$ cat config.mk
export PLATFORM = sky130hd
export DESIGN_NAME = framed_packet_validator
export DESIGN_NICKNAME = d
export VERILOG_FILES = /design/src/sv/fpv_pkg.sv /design/src/sv/fpv_report.sv /design/src/sv/framed_packet_validator.sv
export SDC_FILE = /design/constraint.sdc
export NUM_CORES = 1
export LEC_CHECK = 0
export BUFFER_PORTS_ARGS = -buffer_cell sky130_fd_sc_hd__buf_2
export CORE_UTILIZATION = 60
export CTS_CLUSTER_DIAMETER = 100
export DETAILED_ROUTE_END_ITERATION = 8
export PLACE_DENSITY = 0.82
export SLEW_MARGIN = 5
export SYNTH_ARGS = -nofsm -noshare
export SYNTH_HDL_FRONTEND = slang
export SYNTH_SLANG_ARGS = --single-unit
export TNS_END_PERCENT = 1
$ cat constraint.sdc
create_clock -name clk -period 16.52 [get_ports clk]
set_clock_uncertainty 0.1 [all_clocks]
set_input_delay 1.652 -clock clk [delete_from_list [all_inputs] [get_ports clk]]
set_output_delay 1.652 -clock clk [all_outputs]
set_load 0.1 [all_outputs]
$ cat src/sv/fpv_pkg.sv
// Package for the framed packet validator: word types, status codes, constants
// and the bitwise CRC-16 byte update. No dependencies.
package fpv_pkg;

  // Width of the per-frame byte counter
  localparam int LENGTH_BITS = 16;

  localparam logic [15:0] CRC_POLY = 16'h1021;
  localparam logic [7:0]  START_0  = 8'hFF;
  localparam logic [7:0]  START_1  = 8'hFD;
  localparam logic [7:0]  DATA_BIT = 8'h40;
  localparam logic [7:0]  LEN_MASK = 8'h3F;
  localparam logic [7:0]  MAGIC_SET_MASK = 8'hC0;
  localparam logic [7:0]  MAGIC_CLR_MASK = 8'hBF;

  localparam logic [2:0] STATUS_OK        = 3'd0;
  localparam logic [2:0] STATUS_BAD_START = 3'd1;
  localparam logic [2:0] STATUS_BAD_LEN   = 3'd2;
  localparam logic [2:0] STATUS_BAD_CRC   = 3'd3;
  localparam logic [2:0] STATUS_SHORT     = 3'd4;

  typedef logic [LENGTH_BITS-1:0] len_t;

  localparam len_t LEN_MAX = {LENGTH_BITS{1'b1}};

  typedef struct packed {
    logic [7:0] data_byte;
    logic       last_byte;
  } in_word_t;

  typedef struct packed {
    logic [2:0]  status;
    logic [7:0]  control_byte;
    logic [7:0]  magic_number;
    logic [7:0]  dest_addr;
    logic [7:0]  src_addr;
    logic        data_flag;
    logic [5:0]  payload_length;
    logic [15:0] frame_length;
    logic [15:0] crc_residue;
  } out_word_t;

  // Frame summary captured at the last byte
  typedef struct packed {
    logic        start_bad;
    len_t        len;
    logic [7:0]  control;
    logic [7:0]  dest;
    logic [7:0]  source;
    logic [15:0] crc;
  } frame_sum_t;

  // Shift one byte, MSB first, through the augmented CRC register
  function automatic logic [15:0] crc_byte(input logic [15:0] reg_in, input logic [7:0] b);
    logic [15:0] r;
    logic        top;
    r = reg_in;
    for (int i = 0; i < 8; i++) begin
      top = r[15];
      r   = {r[14:0], b[7-i]};
      if (top) begin
        r = r ^ CRC_POLY;
      end
    end
    return r;
  endfunction

endpackage

$ cat src/sv/fpv_report.sv
// Report logic: turns a captured frame summary into a result word.
// Depends on fpv_pkg (types, status codes, crc_byte).
module fpv_report (
  input  fpv_pkg::frame_sum_t sum,
  output fpv_pkg::out_word_t  word
);

  logic [15:0]                          residue;
  logic                                 flag;
  logic [5:0]                           plen;
  logic [fpv_pkg::LENGTH_BITS+15:0]     len_wide;
  fpv_pkg::len_t                        plen_ext;

  // Flush two zero bytes through the register
  assign residue  = fpv_pkg::crc_byte(fpv_pkg::crc_byte(sum.crc, 8'h00), 8'h00);
  assign flag     = |(sum.control & fpv_pkg::DATA_BIT);
  assign plen     = 6'(sum.control & fpv_pkg::LEN_MASK);
  assign len_wide = {16'h0000, sum.len};
  assign plen_ext = fpv_pkg::len_t'(plen);

  // Pick the status in priority order and assemble the word
  always_comb begin
    if (sum.start_bad) begin
      word.status = fpv_pkg::STATUS_BAD_START;
    end else if (sum.len < fpv_pkg::len_t'(3)) begin
      word.status = fpv_pkg::STATUS_SHORT;
    end else if (flag && (sum.len < fpv_pkg::len_t'(7) ||
                          plen_ext != sum.len - fpv_pkg::len_t'(7))) begin
      word.status = fpv_pkg::STATUS_BAD_LEN;
    end else if (residue != 16'h0000) begin
      word.status = fpv_pkg::STATUS_BAD_CRC;
    end else begin
      word.status = fpv_pkg::STATUS_OK;
    end
    word.control_byte   = sum.control;
    word.magic_number   = flag ? (sum.control & fpv_pkg::MAGIC_SET_MASK)
                               : (sum.control & fpv_pkg::MAGIC_CLR_MASK);
    word.dest_addr      = sum.dest;
    word.src_addr       = sum.source;
    word.data_flag      = flag;
    word.payload_length = plen;
    word.frame_length   = (|len_wide[fpv_pkg::LENGTH_BITS+15:16]) ? 16'hFFFF
                                                                 : len_wide[15:0];
    word.crc_residue    = residue;
  end

endmodule

$ cat src/sv/framed_packet_validator.sv
// Framed packet validator: one byte per cycle unless stalled, one result word per frame.
// A byte is registered in the input stage at acceptance and then updates the frame state;
// a last byte's summary is registered in the summary stage and the result word in the
// output register after it. Throughput is one byte per cycle while no last byte waits on
// a full summary stage, set by the byte-wide CRC update in the frame state loop.
// Synchronous active-high reset empties all stages and clears crc_init to zero.
module framed_packet_validator (
  input  logic                clk,
  input  logic                rst,
  input  logic                in_valid,
  output logic                in_stall,
  input  fpv_pkg::in_word_t   in_word,
  output logic                out_valid,
  input  logic                out_stall,
  output fpv_pkg::out_word_t  out_word,
  input  logic                cfg_write_en,
  input  logic [15:0]         cfg_write_data
);

  logic                 crc_init;
  logic [15:0]          crc_init_val;

  // Input stage
  logic                 in_q_valid;
  fpv_pkg::in_word_t    in_q;

  // Frame state
  fpv_pkg::len_t        pos;
  fpv_pkg::len_t        pos_next;
  logic [15:0]          crc_reg;
  logic [15:0]          crc_reg_next;
  logic                 start_bad;
  logic                 start_bad_next;
  logic [7:0]           held_control;
  logic [7:0]           held_control_next;
  logic [7:0]           held_dest;
  logic [7:0]           held_dest_next;
  logic [7:0]           held_source;
  logic [7:0]           held_source_next;

  // Summary and result stages
  logic                 sum_valid;
  fpv_pkg::frame_sum_t  sum;
  fpv_pkg::frame_sum_t  sum_next;
  fpv_pkg::out_word_t   report;

  logic                 out_ready;
  logic                 sum_ready;
  logic                 in_adv;
  logic                 first;
  fpv_pkg::len_t        p;
  fpv_pkg::len_t        len;
  logic [15:0]          crc_base;
  logic [7:0]           b;

  // Stage readiness, walking back from the output
  assign out_ready = !out_valid || !out_stall;
  assign sum_ready = !sum_valid || out_ready;
  assign in_adv    = in_q_valid && (!in_q.last_byte || sum_ready);
  assign in_stall  = in_q_valid && !in_adv;

  // Frame state update for the held word
  always_comb begin
    b     = in_q.data_byte;
    first = (pos == '0);
    if (first && b == fpv_pkg::START_1 && !in_q.last_byte) begin
      p = fpv_pkg::len_t'(1);
    end else begin
      p = pos;
    end
    crc_base          = first ? crc_init_val : crc_reg;
    start_bad_next    = (first ? 1'b0 : start_bad)
                        | (p == fpv_pkg::len_t'(0) && b != fpv_pkg::START_0)
                        | (p == fpv_pkg::len_t'(1) && b != fpv_pkg::START_1);
    held_control_next = (p == fpv_pkg::len_t'(2)) ? b : (first ? 8'h00 : held_control);
    held_dest_next    = (p == fpv_pkg::len_t'(3)) ? b : (first ? 8'h00 : held_dest);
    held_source_next  = (p == fpv_pkg::len_t'(4)) ? b : (first ? 8'h00 : held_source);
    crc_reg_next      = (p >= fpv_pkg::len_t'(2)) ? fpv_pkg::crc_byte(crc_base, b) : crc_base;
    len               = (p == fpv_pkg::LEN_MAX) ? p : p + fpv_pkg::len_t'(1);
    pos_next          = in_q.last_byte ? '0 : len;
    sum_next.start_bad = start_bad_next;
    sum_next.len       = len;
    sum_next.control   = held_control_next;
    sum_next.dest      = held_dest_next;
    sum_next.source    = held_source_next;
    sum_next.crc       = crc_reg_next;
  end

  fpv_report u_report (
    .sum  (sum),
    .word (report)
  );

  // Hold config, advance stages, update frame state
  always_ff @(posedge clk) begin
    if (rst) begin
      crc_init     <= 1'b0;
      crc_init_val <= 16'h0000;
      in_q_valid   <= 1'b0;
      sum_valid    <= 1'b0;
      out_valid    <= 1'b0;
      pos          <= '0;
      start_bad    <= 1'b0;
    end else begin
      if (cfg_write_en) begin
        crc_init     <= 1'b1;
        crc_init_val <= cfg_write_data;
      end
      if (!in_stall) begin
        in_q_valid <= in_valid;
        in_q       <= in_word;
      end
      if (in_adv) begin
        pos          <= pos_next;
        crc_reg      <= crc_reg_next;
        start_bad    <= start_bad_next;
        held_control <= held_control_next;
        held_dest    <= held_dest_next;
        held_source  <= held_source_next;
      end
      if (sum_ready) begin
        sum_valid <= in_adv && in_q.last_byte;
        if (in_adv && in_q.last_byte) begin
          sum <= sum_next;
        end
      end
      if (out_ready) begin
        out_valid <= sum_valid;
        if (sum_valid) begin
          out_word <= report;
        end
      end
    end
  end

  // Stall only while a last word waits for the summary stage
  assert property (@(posedge clk) disable iff (rst)
    in_stall |-> (in_q_valid && in_q.last_byte && sum_valid))
    else $error("input stalled without a blocked last word");

  // A waiting summary is not overwritten
  assert property (@(posedge clk) disable iff (rst)
    (sum_valid && !out_ready) |=> (sum_valid && $stable(sum)))
    else $error("summary lost while output blocked");

  // Frame position returns to zero after a last word
  assert property (@(posedge clk) disable iff (rst)
    (in_adv && in_q.last_byte) |=> (pos == '0))
    else $error("frame position not cleared after last word");

  // An ok result always carries a zero residue
  assert property (@(posedge clk) disable iff (rst)
    (out_valid && out_word.status == fpv_pkg::STATUS_OK) |-> (out_word.crc_residue == 16'h0000))
    else $error("ok status with nonzero residue");

  // crc_init flag is only a record that a write happened
  assert property (@(posedge clk) disable iff (rst)
    cfg_write_en |=> crc_init)
    else $error("configuration write not recorded");

endmodule
==> impl_metrics.py <==
metrics = {
    "sta": {
        "final_setup_violation_count": 0,
        "max-slew-margin-rel_pct": 20.9,
        "setup_total_negative_slack_ns": 0,
        "slew_at_the_pin_closest_to_its_max_slew_limit_ns": 1.18,
        "fin_crit_sh_pct": 27.1,
        "whs_ns": 0.319,
        "timing.fmax_mhz": 223,
        "final_critical_path_setup_slack_ns": 12.04,
        "rsz0062_at_grt": "no",
        "hold_violations": 0,
        "finalCriticalPeriod_ns": 4.48,
        "report.final.slew_viol_count": 0,
    },
    "worst_hold_path": {
        "min_from": "sum[39]",
        "whs_path_depth": 0,
        "min-delay-path-class": "reg -> reg",
        "worst_hold_path.endpoint": "out_word[70]",
    },
    "power_and_ir_drop": {
        "power.static_leakage_nw": 3.74,
        "pwr_density_cell_nw_per_um2": 108,
        "power_mw": 1.11,
        "vdd.ir_drop.worst_mv": 0.0752,
    },
    "layout": {
        "drive_above_1_share_pct": 19.8,
        "largest_register_ffs": 65,
        "final_cell_area_um2": 10300,
        "count_of_non_filler_cells_in_the_finished_layout": 973,
        "top_register": "out_word",
        "layout.nets": 810,
        "finalCoreUtilization_pct": 70.5,
        "reg_top3": "out_word x65, sum x57",
        "diodes": 0,
        "mostFrequentLayoutCells": "171 x edfxtp_1, 105 x buf_2, 57 x nand2_1",
        "fillers": 966,
        "synthToLayoutAreaGrowth_pct": 13.9,
        "final_common_cell": "edfxtp_1",
    },
    "routing": {
        "routed_wirelength_um": 17600,
        "via_count": 5685,
        "initial_drc_count": 514,
        "drt-pass1-iter-count": 5,
        "detail_route.drc_violations": 0,
        "routed_via_density": 5.84,
        "ant_nets": 0,
        "routed_wire_length_per_instance_um": 18.1,
    },
    "worst_setup_path": {
        "rr_worst_depth": 12,
        "critPathMaxFanout": 10,
        "critical_path_class": "reg -> reg",
        "cp.arrival_ns": 4.77,
        "setup.reg_to_reg.worst_slack_ns": 12.04,
        "timing.critical_path.from_type": "flip-flop",
        "kind_of_end_point_of_the_critical_path": "flip-flop",
        "worst-endpoint-required_ns": 16.81,
        "timing.rr.start": "pos[8]",
        "r2r-end": "pos[4]",
    },
    "die": {
        "core_um2": 14600,
        "io_pins": 106,
        "std_cell_rows": 44,
        "die_w_um": 125,
        "die_h_um": 125,
        "fp.dieArea_um2": 15500,
        "initial_standard_cell_utilization_of_the_core_pct": 61.9,
    },
    "synthesis": {
        "ys_seq_elements": 207,
        "synthesis.nets": 714,
        "ys_async_sr_fraction_pct": 0,
        "synth-warning-count": 0,
        "mappedNetlistArea_um2": 9030,
        "synthesis.instances": 679,
        "number_of_flops_mapped_to_enable_cells_by_yosys": 171,
        "ys_types": 56,
        "synth-seq-area-share_pct": 64.9,
        "postSynth.topFlopCell": "edfxtp_1",
        "synth_area_per_cell_um2": 13.3,
    },
    "placed_design": {
        "port-buffer-count": 105,
        "place.detailed.hpwl_um": 12100,
        "placed_cells": 936,
        "detailedPlace.worstSlack_ns": 12.13,
        "gp_congestion": 0.907,
        "placed_area_um2": 9650,
    },
    "grt": {
        "grt_util_all_layers_pct": 23.0,
        "grt_antenna_before_repair": 0,
        "overflow": 0,
        "grt_max_degree": 66,
        "vias_in_the_first_global_route": 5525,
        "global_route_wire_length_before_repair_um": 28600,
    },
    "clock_network": {
        "cts_buffers": 21,
        "clk_pin_slew_ns": 0.06,
        "post_cts_resized": 0,
        "cts_post_setup_buffers_inserted": 0,
        "clock-sinks": 207,
        "h-tree-depth": 1,
        "tritoncts": "done",
        "cts-root-to-sink-buffers": 3,
        "cts_root_buffer_type": "clkbuf_16",
        "clk-insertion-delay-late_ns": 0.49,
        "cts.hold.buffers_added": 0,
    },
    "flow_run": {
        "max_cap_viol_count": 0,
    },
    "outcome": {
        "run_status": "completed",
    },
}
## worst max-delay path by stage
stage                start      to  cells after the start
floorplan              rst  sum[0]                      2
global placement    pos[8]  pos[4]                     12
detailed placement  pos[8]  pos[4]                     12
CTS                 pos[8]  pos[4]                     12
global route        pos[8]  pos[4]                     12
finish              pos[8]  pos[4]                     12
## metal layers
layer | up-vias | track usage [%] | routed length [um]
met3 | 35 | 3.39 | 1070
li1 | 2691 | - | -
met4 | 0 | 8.36 | 426
met2 | 223 | 36.9 | 8480
met5 | - | 0 | 0
met1 | 2736 | 32.0 | 7620
## layout make-up
type | instances | area [um2] | share of cell area [%]
clock buffers | 23 | 533 | 5.18
clock inverters | 14 | 101 | 0.985
inverters | 15 | 56.3 | 0.547
multi-input cells | 421 | 2950 | 28.7
flip-flops and latches | 207 | 5860 | 56.9
well taps | 184 | 230 | 2.24
repair buffers | 109 | 556 | 5.40
## cell usage after synthesis (2+ instances only)
library cell  number  area (um2)
edfxtp_1         171        5130
nand2_1           57         214
xnor2_1           49         429
mux2i_1           44         440
nor2_1            42         158
dfxtp_1           36         721
xor2_1            28         245
clkbuf_1          22        82.6
a21oi_1           20         100
nand3_1           17        85.1
o21ai_0           16        80.1
o21ai_1           16        80.1
inv_1             15        56.3
nor3_1            12        60.1
buf_4              9        67.6
a22o_1             8        70.1
nor4_1             8        50.1
nand4_1            7        43.8
or3_1              7        43.8
nor2b_1            6        37.5
nor3b_1            6        45.0
a22oi_1            5        37.5
a31oi_1            5        31.3
and3_1             5        31.3
ha_1               5        62.6
mux2_2             5        56.3
xnor3_1            5         113
and2_1             4        25.0
nand2b_1           4        25.0
o32ai_1            4        35.0
and4_1             3        26.3
buf_2              3        15.0
o211ai_1           3        22.5
xnor2_2            3        48.8
a211oi_1           2        15.0
a32o_1             2        20.0
nand4b_1           2        17.5
o21a_1             2        15.0
or2_2              2        12.5
or4_1              2        15.0
or4b_1             2        20.0
## report_power, final
part           internal (mW)  total [mW]  switching (mW)
combinational         0.0296      0.0813          0.0517
clock                  0.249       0.436           0.187
sequential             0.579       0.591          0.0120
total                  0.858        1.11           0.251
## cells by family (layout without fill, tap and decap cells)
| logic type | Yosys count | count (layout) | synth area share, % |
|---|---|---|---|
| AO/OA/AOI/OAI | 90 | 90 | 6.33 |
| AND/OR/NAND/NOR | 191 | 191 | 10.5 |
| multiplexers | 49 | 49 | 5.50 |
| buffers and inverters | 51 | 161 | 2.62 |
| adder cells (fa/ha/maj) | 5 | 5 | 0.693 |
| flip-flops | 207 | 207 | 64.9 |
| XOR/XNOR | 86 | 86 | 9.44 |
## critical path, cell delays in order, from the launching register on
cell	delay (ns)
dfxtp_1	0.40
nor4_1	0.46
nand4b_1	0.17
or3_1	0.43
o41a_1	0.50
inv_1	0.12
ha_1	0.34
nand3_1	0.14
nor4_1	0.71
nand2_1	0.42
nand4_1	0.27
a21oi_1	0.09
o32ai_1	0.24
(Power assumes the default switching activity.)
